==> src/hdl/nh128_ram.sv <==
`default_nettype none

module nh128_ram #(
    parameter int WIDTH = 8,
    parameter int DEPTH = 256
) (
    input  wire logic                                   clk,
    input  wire logic                                   we,
    input  wire logic [(DEPTH > 1 ? $clog2(DEPTH) : 1)-1:0] waddr,
    input  wire logic [WIDTH-1:0]                       wdata,
    input  wire logic                                   re,
    input  wire logic [(DEPTH > 1 ? $clog2(DEPTH) : 1)-1:0] raddr,
    output logic      [WIDTH-1:0]                       rdata
);

    logic [WIDTH-1:0] mem [DEPTH];

    // one write port, one registered read port
    always_ff @(posedge clk)
    begin
        if (we)
        begin
            mem[waddr] <= wdata;
        end
        if (re)
        begin
            rdata <= mem[raddr];
        end
    end

endmodule

`default_nettype wire

==> config.mk <==
export PLATFORM = sky130hd
export DESIGN_NAME = nh128_ram
export DESIGN_NICKNAME = d
export VERILOG_FILES = /design/src/hdl/nh128_ram.sv
export SDC_FILE = /design/constraint.sdc
export NUM_CORES = 2
export LEC_CHECK = 0
export BUFFER_PORTS_ARGS = -buffer_cell sky130_fd_sc_hd__buf_4
export CAP_MARGIN = 5
export CORE_MARGIN = 3
export CORE_UTILIZATION = 50
export CTS_BUF_LIST = sky130_fd_sc_hd__clkbuf_8 sky130_fd_sc_hd__clkbuf_16
export CTS_CLUSTER_SIZE = 8
export DETAILED_ROUTE_END_ITERATION = 7
export PLACE_DENSITY = 0.75
export SLEW_MARGIN = 30
export SYNTH_ARGS = -nofsm -noshare
export SYNTH_HDL_FRONTEND = slang
export SYNTH_SLANG_ARGS = --single-unit
export TNS_END_PERCENT = 50
==> constraint.sdc <==
create_clock -name clk -period 3.3 [get_ports clk]
set_clock_uncertainty 0.15 [all_clocks]
set_input_delay 0.495 -clock clk [delete_from_list [all_inputs] [get_ports clk]]
set_output_delay 0.495 -clock clk [all_outputs]
set_load 0.1 [all_outputs]
**Word level (Yosys, flattened, before mapping)**

Memory sizes are Yosys's and may differ from the RTL's. A register that Yosys moved wholly into a read port is not among the register bits.
Cells that the tools add are included.
W data, S select, Z words.

- Register bits after elaboration: 0
- Word-level logic and storage cells: 3
- Output and inout bits: 8
- Memories kept: 1
- Memory bits (writable): 2048
- Input port bits: 27

Memories:

| memory | words | bits a word | rd ports | clocked after Yosys merged registers in | wr ports | line | source |
|---|---|---|---|---|---|---|---|
| mem | 256 | 8 | 1 | 1 | 1 | 16 | `logic [WIDTH-1:0] mem [DEPTH];` |

- Muxes and demuxes: 2

Operator list:

| cell | number |
|---|---|
| $mux W1 | 2 |

**Logic depth before layout (Yosys ltp)**

- Depth in word-level cells: 2
- Gate-level depth with buffers: 11
- Gate-level depth less buffers: 6

**Worst setup path before layout**

OpenSTA, ideal clock, no wires.

- Path kind: input -> register
- From: input raddr[0] in the netlist's numbering
- To: register rdata[2], read port of mem (data pin)
- Path buffers: 4
- Library setup time: 269 ps
- Cell stages on the path: 9
- Path slack: 579 ps
- Data required time: 2881 ps
- Arrival time: 2302 ps
- Path through: buf_6 > buf_12 > buf_8 > buf_2 > mux4_2 > a22oi_1 > a21oi_1 > nor4_1 > nor4_2

RTL lines:

| item | line | source |
|---|---|---|
| start, declared | 12 | `input wire logic [(DEPTH > 1 ? $clog2(DEPTH) : 1)-1:0] raddr,` |
| end, declared | 13 | `output logic [WIDTH-1:0] rdata` |

==> impl_metrics.py <==
metrics = {
    "global_route": {
        "grt_pass1_wl_um": 297600,
        "gr-usage-all-layers": 0.2506,
        "grt_start_max_net_pins": 114,
        "grt_pass1_vias": 42920,
        "grt.overflow.total": 0,
        "antenna_found_initial": 5,
    },
    "power_and_ir_drop": {
        "irDropWorstVdd_mv": 0.5669,
        "power.density_mw_per_mm2": 620.7,
        "p_total_mw": 58.48,
        "p_leak_nw": 30.60,
    },
    "route": {
        "drt-total-wl_um": 202700,
        "dr.pass1.iters": 7,
        "vias_per_cell": 6.495,
        "drc": 0,
        "drtAntennaViolNets": 0,
        "drt_iter0_drc": 6159,
        "num_vias": 42200,
        "post_drt_wl_per_cell_um": 31.20,
    },
    "sta": {
        "tightest_slew_ns": 0.9612,
        "slew_violations": 0,
        "period_minus_slack_ns": 2.957,
        "fmax_mhz": 338.2,
        "setup_ws_ns": 0.3433,
        "finalHoldViolations": 0,
        "finalSetupTns_ns": 0,
        "relSlewSlack": 0.3592,
        "setup_viol": 0,
        "worst_hold_slack_ns": 0.03749,
        "rsz0062_at_grt": "false",
        "fin_crit_sh": 0.8960,
    },
    "yosys": {
        "synth_edf_count": 2056,
        "ys.warnings.count": 0,
        "synth_cells": 3733,
        "synth_ff_type": "edfxtp_1",
        "ys_seq_area_frac": 0.7753,
        "synth.net_count": 3760,
        "avgSynthCellArea_um2": 21.33,
        "syn_area_mm2": 0.07964,
        "async_flop_share": 0,
        "ys_types": 54,
        "ys_ff_latch": 2056,
    },
    "cts": {
        "ctsRootBufferMaster": "clkbuf_16",
        "path_clk_slew_ns": 0.05,
        "clock_path_buffers": 4,
        "cts-buffers-inserted": 307,
        "post_cts_buffers": 0,
        "insertion_delay_ns": 0.92,
        "htree_levels": 5,
        "cts_resized": 0,
        "cts.sinks": 2056,
        "cts_tree": "yes",
    },
    "worst_hold_path": {
        "min_path_type": "in2reg",
        "min_path_cells": 1,
        "min_to": "mem[208][3]",
        "hp-start": "wdata[3]",
    },
    "cells_and_area": {
        "final_nets": 4447,
        "syn_to_final_growth_pct": 18.32,
        "mostFrequentLayoutCell": "edfxtp_1",
        "drive_above_1_share": 0.3168,
        "layout_common_cells": "edfxtp_1 (2,056), buf_4 (533), mux4_2 (454)",
        "nFillCells": 10280,
        "finalNonFillerCells": 6497,
    },
    "setup_path": {
        "worst-path-max-fanout": 1,
        "cp-start-kind": "flop",
        "ff2ff_setup_slack_ns": 0.34,
        "ff2ff_path_depth": 7,
        "required_ns": 3.76,
        "arrival_ns": 3.42,
        "rr_endpoint": "rdata[4]",
        "crit_type": "reg2reg",
        "worstSetupEndpointType": "flop",
        "r2r-start": "mem[101][4]",
    },
    "placement": {
        "post-dp-hpwl_um": 124700,
        "dp_cells": 6167,
        "gp_congestion": 0.8748,
        "io_buffers": 34,
        "dp_slack_ns": -0.5240,
    },
    "floorplan": {
        "placementRows": 145,
        "io-pin-count": 35,
        "die_h_um": 405.1,
        "coreArea_mm2": 0.1573,
        "dieArea_mm2": 0.1641,
        "die_x_um": 405.1,
        "initial_core_util": 0.5063,
    },
    "flow_run": {
        "maxCapViolations": 0,
    },
    "status": {
        "status": "completed",
    },
}
[synthesized netlist by cell type, types with 21 or more instances]
| cell | number | area share |
|---|---|---|
| buf_4 | 27 | 0.0025 |
| clkbuf_1 | 111 | 0.0052 |
| buf_6 | 21 | 0.0030 |
| nor2_1 | 282 | 0.013 |
| nor2b_1 | 31 | 0.0024 |
| nand2_1 | 33 | 0.0016 |
| nand3_1 | 34 | 0.0021 |
| mux2i_1 | 134 | 0.017 |
| a21oi_1 | 96 | 0.0060 |
| o22ai_1 | 28 | 0.0022 |
| edfxtp_1 | 2056 | 0.78 |
| a22oi_1 | 133 | 0.013 |
| mux4_2 | 454 | 0.13 |
| nor3_1 | 22 | 0.0014 |
| buf_1 | 22 | 0.0010 |
| nor4_1 | 24 | 0.0019 |
| buf_2 | 31 | 0.0019 |
| o221ai_1 | 46 | 0.0051 |
[stage by stage]
stage | util | cell area, µm²
floorplan | - | 79640
global placement | 0.5484 | 86260
detailed placement | 0.5484 | 86260
CTS | 0.5988 | 94200
global route | 0.5989 | 94210
finish | 0.5990 | 94230
[worst max-delay path by stage]
stage | startpoint | endpoint | slack [ns] | depth (start not counted)
2_1_floorplan | raddr[0] | rdata[2] | 0.58 | 9
3_3_place_gp | raddr[0] | rdata[4] | -0.45 | 10
3_5_place_dp | raddr[0] | rdata[2] | -0.52 | 10
4_1_cts | mem[100][2] | rdata[2] | 0.31 | 7
5_1_grt | mem[100][2] | rdata[2] | 0.29 | 7
6_report | mem[101][4] | rdata[4] | 0.34 | 7
[state kept, by name, summed over array words and instances (netlist names)]
signal,cells
mem,2048
rdata,8
[what timing repair did]
action | in CTS | in global routing
hold buffers | 2 | 0
setup endpoints to repair | 0 | 0
hold endpoints to repair | 40 | 0
[cell families after synthesis]
| kind of cell | count (synthesis) | share of synthesized area |
|---|---|---|
| buffers and inverters | 235 | 0.01829 |
| AO/OA/AOI/OAI | 385 | 0.03416 |
| multiplexers | 591 | 0.1460 |
| flip-flops | 2056 | 0.7753 |
| AND/OR/NAND/NOR | 466 | 0.02625 |
[power breakdown]
part | internal (mW) | switching, mW | leakage (nW) | total [mW]
Combinational | 1.12 | 1.84 | 8.21 | 2.95
Sequential | 28.9 | 0.0468 | 18.5 | 28.9
Clock | 16.6 | 10.0 | 3.90 | 26.6
Total | 46.6 | 11.9 | 30.6 | 58.5
[critical path, cell delays in order, from the launching register on]
cell      delay (ns)
edfxtp_1        0.36
mux4_2          0.47
nor2b_1         0.16
a211oi_1        0.55
nor3_1          0.18
nor4_1          0.52
buf_4           0.22
nor4_1          0.05
[layer usage]
layer | part of all wire | routed length, µm | vias to the layer above | global-route usage
li1 | - | - | 16950 | -
met1 | 0.36 | 73070 | 21930 | 0.3454
met2 | 0.48 | 98240 | 2882 | 0.3939
met3 | 0.12 | 24530 | 432 | 0.06420
met4 | 0.034 | 6820 | 6 | 0.08559
met5 | 0.00017 | 35 | - | 0
[layout make-up]
class,instances,area (µm²),area share
Tap cell,2058,2575,0.02733
Clock buffer,313,7833,0.08313
Timing Repair Buffer,611,5483,0.05819
Clock inverter,8,82.58,0.0008764
Antenna cell,7,17.52,0.0001859
Multi-Input combinational cell,1442,16490,0.1750
Sequential cell,2056,61740,0.6552
Inverter,2,7.507,0.00007967
Power figures use the tool's default switching activity.
