===== config.mk =====
export PLATFORM = sky130hd
export DESIGN_NAME = nh128_mul
export DESIGN_NICKNAME = d
export VERILOG_FILES = /design/src/hdl/nh128_pkg.sv /design/src/hdl/nh128_mul.sv
export SDC_FILE = /design/constraint.sdc
export NUM_CORES = 2
export LEC_CHECK = 0
export BUFFER_PORTS_ARGS = -buffer_cell sky130_fd_sc_hd__buf_4
export CAP_MARGIN = 25
export CORE_MARGIN = 2
export CORE_UTILIZATION = 35
export DETAILED_ROUTE_END_ITERATION = 8
export GPL_TIMING_DRIVEN = 0
export PLACE_DENSITY_LB_ADDON = 0.05
export SETUP_SLACK_MARGIN = 0.3
export SLEW_MARGIN = 15
export SYNTH_ARGS = -nofsm -noshare
export SYNTH_HDL_FRONTEND = slang
export SYNTH_SLANG_ARGS = --single-unit
export TNS_END_PERCENT = 20

===== constraint.sdc =====
create_clock -name clk -period 11.81 [get_ports clk]
set_input_delay 2.362 -clock clk [delete_from_list [all_inputs] [get_ports clk]]
set_output_delay 2.362 -clock clk [all_outputs]
set_load 0.01 [all_outputs]

===== src/hdl/nh128_pkg.sv =====
`default_nettype none

package nh128_pkg;

    // hash constants
    localparam logic [63:0] FNV_BASIS = 64'hCBF29CE484222325;
    localparam logic [63:0] FNV_PRIME = 64'h00000100000001B3;
    localparam logic [63:0] SEED_MUL  = 64'h9E3779B185EBCA87;
    localparam logic [63:0] MIX_ADD   = 64'h9E3779B97F4A7C15;
    localparam logic [63:0] MIX_MUL1  = 64'hBF58476D1CE4E5B9;
    localparam logic [63:0] MIX_MUL2  = 64'h94D049BB133111EB;

    // input transfer payload
    typedef struct packed {
        logic [7:0] data_byte;
        logic       last_byte;
        logic       no_byte;
    } item_t;

    // result transfer payload
    typedef struct packed {
        logic [63:0] hash_high;
        logic [63:0] hash_low;
        logic        too_long;
    } result_t;

    // request to the shared multiplier
    typedef struct packed {
        logic        start;
        logic [63:0] a;
        logic [63:0] b;
    } mul_req_t;

    // x * FNV_PRIME mod 2^64, prime is 2^40 + 0x1B3
    function automatic logic [63:0] fnv_mul(input logic [63:0] x);
        fnv_mul = x + (x << 1) + (x << 4) + (x << 5) + (x << 7) + (x << 8) + (x << 40);
    endfunction

endpackage

`default_nettype wire


===== src/hdl/nh128_mul.sv =====
`default_nettype none

module nh128_mul (
    input  wire logic                 clk,
    input  wire logic                 rst_n,
    input  wire nh128_pkg::mul_req_t  req,
    output logic                      done,
    output logic [63:0]               prod
);

    localparam logic [1:0] PP_LL = 2'd0;
    localparam logic [1:0] PP_LH = 2'd1;
    localparam logic [1:0] PP_HL = 2'd2;

    logic [63:0] a_reg;
    logic [63:0] b_reg;
    logic [63:0] acc_reg;
    logic [1:0]  step_reg;
    logic        busy_reg;
    logic        done_reg;

    logic [31:0] x;
    logic [31:0] y;
    logic [63:0] pp;
    logic [63:0] acc_next;

    // pick one 32x32 partial product per cycle, high-high term falls off
    always_comb
    begin
        unique case (step_reg)
            PP_LL:
            begin
                x = a_reg[31:0];
                y = b_reg[31:0];
            end
            PP_LH:
            begin
                x = a_reg[31:0];
                y = b_reg[63:32];
            end
            PP_HL:
            begin
                x = a_reg[63:32];
                y = b_reg[31:0];
            end
            default:
            begin
                x = '0;
                y = '0;
            end
        endcase
        pp = 64'(x) * 64'(y);
        acc_next = (step_reg == PP_LL) ? pp : acc_reg + {pp[31:0], 32'd0};
    end

    // operand capture and accumulation
    always_ff @(posedge clk)
    begin
        if (req.start && !busy_reg)
        begin
            a_reg <= req.a;
            b_reg <= req.b;
        end
        if (busy_reg)
        begin
            acc_reg <= acc_next;
        end
    end

    // step control
    always_ff @(posedge clk or negedge rst_n)
    begin
        if (!rst_n)
        begin
            step_reg <= PP_LL;
            busy_reg <= 1'b0;
            done_reg <= 1'b0;
        end
        else
        begin
            done_reg <= 1'b0;
            if (busy_reg)
            begin
                if (step_reg == PP_HL)
                begin
                    busy_reg <= 1'b0;
                    done_reg <= 1'b1;
                    step_reg <= PP_LL;
                end
                else
                begin
                    step_reg <= step_reg + 2'd1;
                end
            end
            else if (req.start)
            begin
                busy_reg <= 1'b1;
                step_reg <= PP_LL;
            end
        end
    end

    assign done = done_reg;
    assign prod = acc_reg;

endmodule

`default_nettype wire


Word level (Yosys, flattened, before mapping) --
Index checks and enable logic that the tools add are counted.
Word-level totals: register bits after elaboration 196, bits of input ports 131, output and inout port bits 65, logic and storage cells 28
Cells by class: add/sub/neg operators 2, multipliers 1, eq/ne operators 2, muxes and demuxes 11, reduce and logical (&&, ||, !) cells 6
Operator list (number):
- 32-bit one-hot mux with 2 select lines | 2
- 64-bit adder | 1
- 32-bit by 32-bit multiplier with 64-bit output | 1
- 64-bit 2-to-1 mux | 1
- 2-bit 2-to-1 mux | 3
- 1-bit 2-to-1 mux | 5
- 2-bit OR reduction | 2
- 2-bit by 1-bit adder with 2-bit output (second input constant) | 1
- 2-bit by 1-bit == test with 1-bit output (second input constant) | 1
- 2-bit == test (second input constant) | 1
- 2-bit zero test | 1
- 2-bit nonzero test | 1
- 1-bit logical AND | 1
- 1-bit zero test | 1

Logic depth before layout (Yosys ltp) --
depth after elaboration 6, depth in mapped cells 41, depth with buffers taken out 37

Least setup slack after synthesis --
OpenSTA, ideal clock, no wires.
kind reg-to-reg, from register step_reg[0], to register acc_reg[63] (netlist: prod[63]) (data pin), setup time 0.269 ns, arrival time 8.897 ns, data required time 11.541 ns, path slack 2.644 ns, stages on the path, launching flop included 37, buffers on the path 4, clock period less this slack 9.166 ns, path through dfrtp_1 -> buf_6 -> inv_1 -> clkbuf_1 -> clkbuf_1 -> nand3_1 -> o21ai_1 -> clkbuf_1 -> nand2_1 -> fa_1 -> inv_1 -> fa_1 -> inv_1 -> fa_1 -> fa_1 -> inv_1 -> fa_1 -> inv_1 -> fa_1 -> inv_1 -> fa_1 -> fa_1 -> ha_1 -> nand2_1 -> or4_1 -> a21oi_1 -> nor3_1 -> xnor2_1 -> ha_1 -> nor2_1 -> nor2_1 -> a22o_1 -> a41o_1 -> a31oi_1 -> xor3_1 -> o21ai_0 -> nor3_1
On the way: word-level cells in the longest chain between the ends 6, elaborated cells on any way between the ends 10, classes of those cells add/sub (1); mul (1); eq/ne (2); mux (3); reduce/logical (3)
Ends and longest elaborated chain:
- start: declaration | RTL line nh128_mul.sv:18 | logic [1:0] step_reg;
- start signal: assignment | RTL line nh128_mul.sv:92 | step_reg <= step_reg + 2'd1;
- 2-bit by 1-bit == test with 1-bit output, or another cell as far along | RTL line nh128_mul.sv:30 | unique case (step_reg)
- 2-bit OR reduction (no line)
- 32-bit one-hot mux with 2 select lines | RTL line nh128_mul.sv:30
- 32-bit by 32-bit multiplier with 64-bit output | RTL line nh128_mul.sv:52 | pp = 64'(x) * 64'(y);
- 64-bit adder | RTL line nh128_mul.sv:53 | acc_next = (step_reg == PP_LL) ? pp : acc_reg + {pp[31:0], 32'd0};
- 64-bit 2-to-1 mux * | RTL line nh128_mul.sv:53
- named net acc_next[63] | RTL line nh128_mul.sv:25 | logic [63:0] acc_next;
- end signal: assignment | RTL line nh128_mul.sv:66 | acc_reg <= acc_next;
- end: declaration | RTL line nh128_mul.sv:17 | logic [63:0] acc_reg;
Mark *: on every way through the listed nets, which the timed path passes. The rest lies on a longest branch. A chain may end at the register's enable or synchronous reset.

Worst setup path after layout --
Same ends and word-level chain as after synthesis.

==> reports/summary.json <==
{
  "synthesis": {
    "synth_cell_types": 79,
    "post_synth_instance_area_um2": 41000,
    "postSynthNetCount": 5705,
    "synth_seq_cells": 196,
    "average_instance_area_after_synthesis_um2": 9.36,
    "synthesis.yosys.warnings": 0,
    "synth.top_cells.by_area": "sky130_fd_sc_hd__fa_1 (44%), sky130_fd_sc_hd__edfxtp_1 (14%), sky130_fd_sc_hd__ha_1 (9.0%)",
    "synthArstFlopShare": 0.0204,
    "synth-seq-area-share": 0.143,
    "ys.flop_type": "sky130_fd_sc_hd__edfxtp_1",
    "post_synth_inst_count": 4381,
    "yosys.area.top_type_share": 0.438,
    "edff_count_synth": 192,
    "synth_largest_area_cell": "sky130_fd_sc_hd__fa_1"
  },
  "grt": {
    "global_route_congestion_overflow_total": 0,
    "first_global_vias": 33841,
    "antenna_found_initial": 14,
    "grt_util_all_layers": 0.300,
    "largest_net_degree_at_the_start_of_global_routing": 31,
    "grt_first_pass_wirelength_mm": 252
  },
  "finish": {
    "filler_cell_count": 12058,
    "design.final.nets": 5979,
    "final_common_cell": "sky130_fd_sc_hd__inv_1",
    "layout.cells.most_common_list": "sky130_fd_sc_hd__inv_1 (911), sky130_fd_sc_hd__fa_1 (897), sky130_fd_sc_hd__nand2_1 (745)",
    "postLayoutCoreUtil": 0.397,
    "sequential_cell_area_um2": 5870,
    "drive_above_1_share": 0.0951,
    "synthesis_to_layout_area_growth_pct": 12.4,
    "layoutNonFillerInstCount": 6196,
    "area_taken_by_multi_input_logic_gates_um2": 31000
  },
  "outcome": {
    "run_status": "completed"
  },
  "critical_path": {
    "required_time_reported_for_the_critical_path_endpoint_ns": 12.08,
    "critPathMostFrequentCell": "sky130_fd_sc_hd__fa_1",
    "critPathCaptureType": "flip-flop",
    "slowest_delay_ns": 0.60,
    "reg2reg_depth": 36,
    "critical_path.max_fanout": 10,
    "timing_worst_setup_path_type": "flip-flop to flip-flop",
    "crit_start_category": "flip-flop",
    "worst_path_max_delay_cell": "sky130_fd_sc_hd__or4_1",
    "worst_ep_arrival_time_ns": 11.75
  },
  "detailed_routing": {
    "vias": 32111,
    "drt_iter0_markers": 2727,
    "drcViolationCount": 0,
    "first_pass_iters": 8,
    "post_drt_via_cell_ratio": 5.18,
    "route.antenna.remaining_nets": 0,
    "postRouteWirelength_mm": 176,
    "wl_per_cell_um": 28.4
  },
  "cts": {
    "cts.sink_count": 196,
    "clk_root_buffer_cell": "sky130_fd_sc_hd__clkbuf_16",
    "cts_max_path_buffers": 2,
    "htree_levels": 4,
    "worstSkewPairLatency_ns": 0.54,
    "clk_pin_slew_worst_paths_ns": 0.10,
    "cts_inserted_buffers": 17,
    "cts_tree": "built"
  },
  "min_path": {
    "hold-path-cell-count": 3,
    "min_path_type": "flip-flop to flip-flop"
  },
  "place": {
    "hpwlAfterDp_mm": 153,
    "placement.setup.worst_slack_ns": -0.791,
    "post-place-cells": 6151,
    "place_congestion": 0.977,
    "placement.io_buffers": 195
  },
  "sta": {
    "grt_setup_unrepaired": "true",
    "timing.final.max_slew_violations": 0,
    "timing.final.crit_share": 0.972,
    "final.min_clock_period_ns": 11.48,
    "fin_skew_ns": 0.0253,
    "tightestPinTransition_ns": 1.20,
    "setup_viol_count_final": 0,
    "slew_headroom": 0.202,
    "fmax_mhz": 87.1,
    "finalWorstSetupSlack_ns": 0.326,
    "finalHoldViolCount": 0
  },
  "floorplan": {
    "die_w_um": 346,
    "core_area_um2": 116000,
    "top_level_ports": 196,
    "core_rows": 125,
    "die_height_um": 346,
    "design.die.area_um2": 120000,
    "initial_cell_density_of_the_core": 0.353
  },
  "flow_run": {
    "cap_viol_max_count": 0
  }
}
==> final timing paths <==
kind | startpoint | to | slack, ns
min | prod[32]$_DFFE_PP_ | prod[32]$_DFFE_PP_ | 0.71
max in group asynchronous | rst_n | busy_reg$_DFF_PN0_ | 10.07
max reg2reg | step_reg[0]$_DFFE_PN0P_ | prod[63]$_DFFE_PP_ | 0.33
min in group asynchronous | rst_n | done$_DFF_PN0_ | 1.61
min reg2reg | prod[32]$_DFFE_PP_ | prod[32]$_DFFE_PP_ | 0.71
max | step_reg[0]$_DFFE_PN0P_ | prod[63]$_DFFE_PP_ | 0.33
==> cell usage after synthesis, types with 3 or more instances <==
cell / count
sky130_fd_sc_hd__o211ai_1: 7
sky130_fd_sc_hd__a22oi_1: 15
sky130_fd_sc_hd__a31o_2: 4
sky130_fd_sc_hd__o31ai_1: 4
sky130_fd_sc_hd__and2_1: 51
sky130_fd_sc_hd__xnor2_1: 58
sky130_fd_sc_hd__buf_1: 11
sky130_fd_sc_hd__o221ai_1: 4
sky130_fd_sc_hd__nor3_1: 14
sky130_fd_sc_hd__fa_1: 897
sky130_fd_sc_hd__a21o_1: 56
sky130_fd_sc_hd__nor2b_1: 10
sky130_fd_sc_hd__nand2_1: 747
sky130_fd_sc_hd__mux2i_1: 4
sky130_fd_sc_hd__or2_2: 9
sky130_fd_sc_hd__a211oi_1: 11
sky130_fd_sc_hd__nor2_1: 414
sky130_fd_sc_hd__inv_1: 911
sky130_fd_sc_hd__ha_1: 296
sky130_fd_sc_hd__nand3_1: 33
sky130_fd_sc_hd__a31oi_1: 10
sky130_fd_sc_hd__dfrtp_1: 4
sky130_fd_sc_hd__nand2b_1: 11
sky130_fd_sc_hd__o21bai_1: 21
sky130_fd_sc_hd__nand4_1: 20
sky130_fd_sc_hd__clkbuf_8: 4
sky130_fd_sc_hd__buf_4: 4
sky130_fd_sc_hd__edfxtp_1: 192
sky130_fd_sc_hd__buf_6: 3
sky130_fd_sc_hd__clkbuf_1: 198
sky130_fd_sc_hd__o21a_1: 37
sky130_fd_sc_hd__o21ai_1: 18
sky130_fd_sc_hd__o2bb2ai_1: 3
sky130_fd_sc_hd__a21oi_1: 119
sky130_fd_sc_hd__xor2_1: 28
sky130_fd_sc_hd__o21ai_0: 70
sky130_fd_sc_hd__and3_1: 6
sky130_fd_sc_hd__a22o_1: 19
sky130_fd_sc_hd__a211o_1: 4
==> logic make-up (layout without fill, tap and decap cells) <==
group / Yosys count / count (layout) / share of synthesized area
fa+ha+maj: 1193 / 1193 / 0.528
compound gates: 435 / 435 / 0.0708
simple gates: 1331 / 1331 / 0.131
buf+inv: 1135 / 1422 / 0.107
other cells: 0 / 4 / 0
mux: 4 / 4 / 0.000976
flops: 196 / 196 / 0.143
xor+xnor: 87 / 87 / 0.0189
==> critical path: cells and delay by family (launching register included) <==
| kind | cells | cell delay (ns) |
|---|---|---|
| adders and majority gates | 10 | 5.02 |
| DFF | 1 | 0.39 |
| and+or+nand+nor | 9 | 2.11 |
| AOI/OAI and AO/OA | 6 | 1.58 |
| buffers and inverters | 9 | 1.65 |
| xor gates and xnor gates | 2 | 0.43 |
==> final cells by class <==
cell class / count / share of cell area
Tap cell: 1524 / 0.0414
Sequential cell: 196 / 0.127
Antenna cell: 4 / 0.000217
Timing Repair Buffer: 255 / 0.0485
Clock buffer: 17 / 0.00923
Buffer: 224 / 0.0232
Multi-Input combinational cell: 3050 / 0.672
Inverter: 911 / 0.0742
Clock inverter: 15 / 0.00434
==> stage by stage <==
step	setup TNS, ns	cell area [um2]	hold slack [ns]
floorplan	0	41000	0.716
global placement	-98.91	44400	0.681
detailed placement	-1.84	45200	0.691
CTS	0	45900	0.714
global route	0	46100	0.782
finish	0	46100	0.709
==> what timing repair did <==
item / 4_1_cts / 5_1_grt
setup buffers: 0 / 5
gates resized for setup: 56 / 82
endpoints found under the setup margin: 13 / 8
pin swaps: 0 / 3
hold buffers: 0 / 0
==> routing by layer <==
layer	vias up	global-route usage	share of wire
met5	-	0	0.000068
met4	2	0.103	0.040
met3	210	0.0522	0.072
met2	1201	0.465	0.45
met1	16881	0.423	0.44
li1	13817	-	-
Power is not shown: default switching activity piles up to over one toggle a cycle in this logic, so the estimate is an artifact.
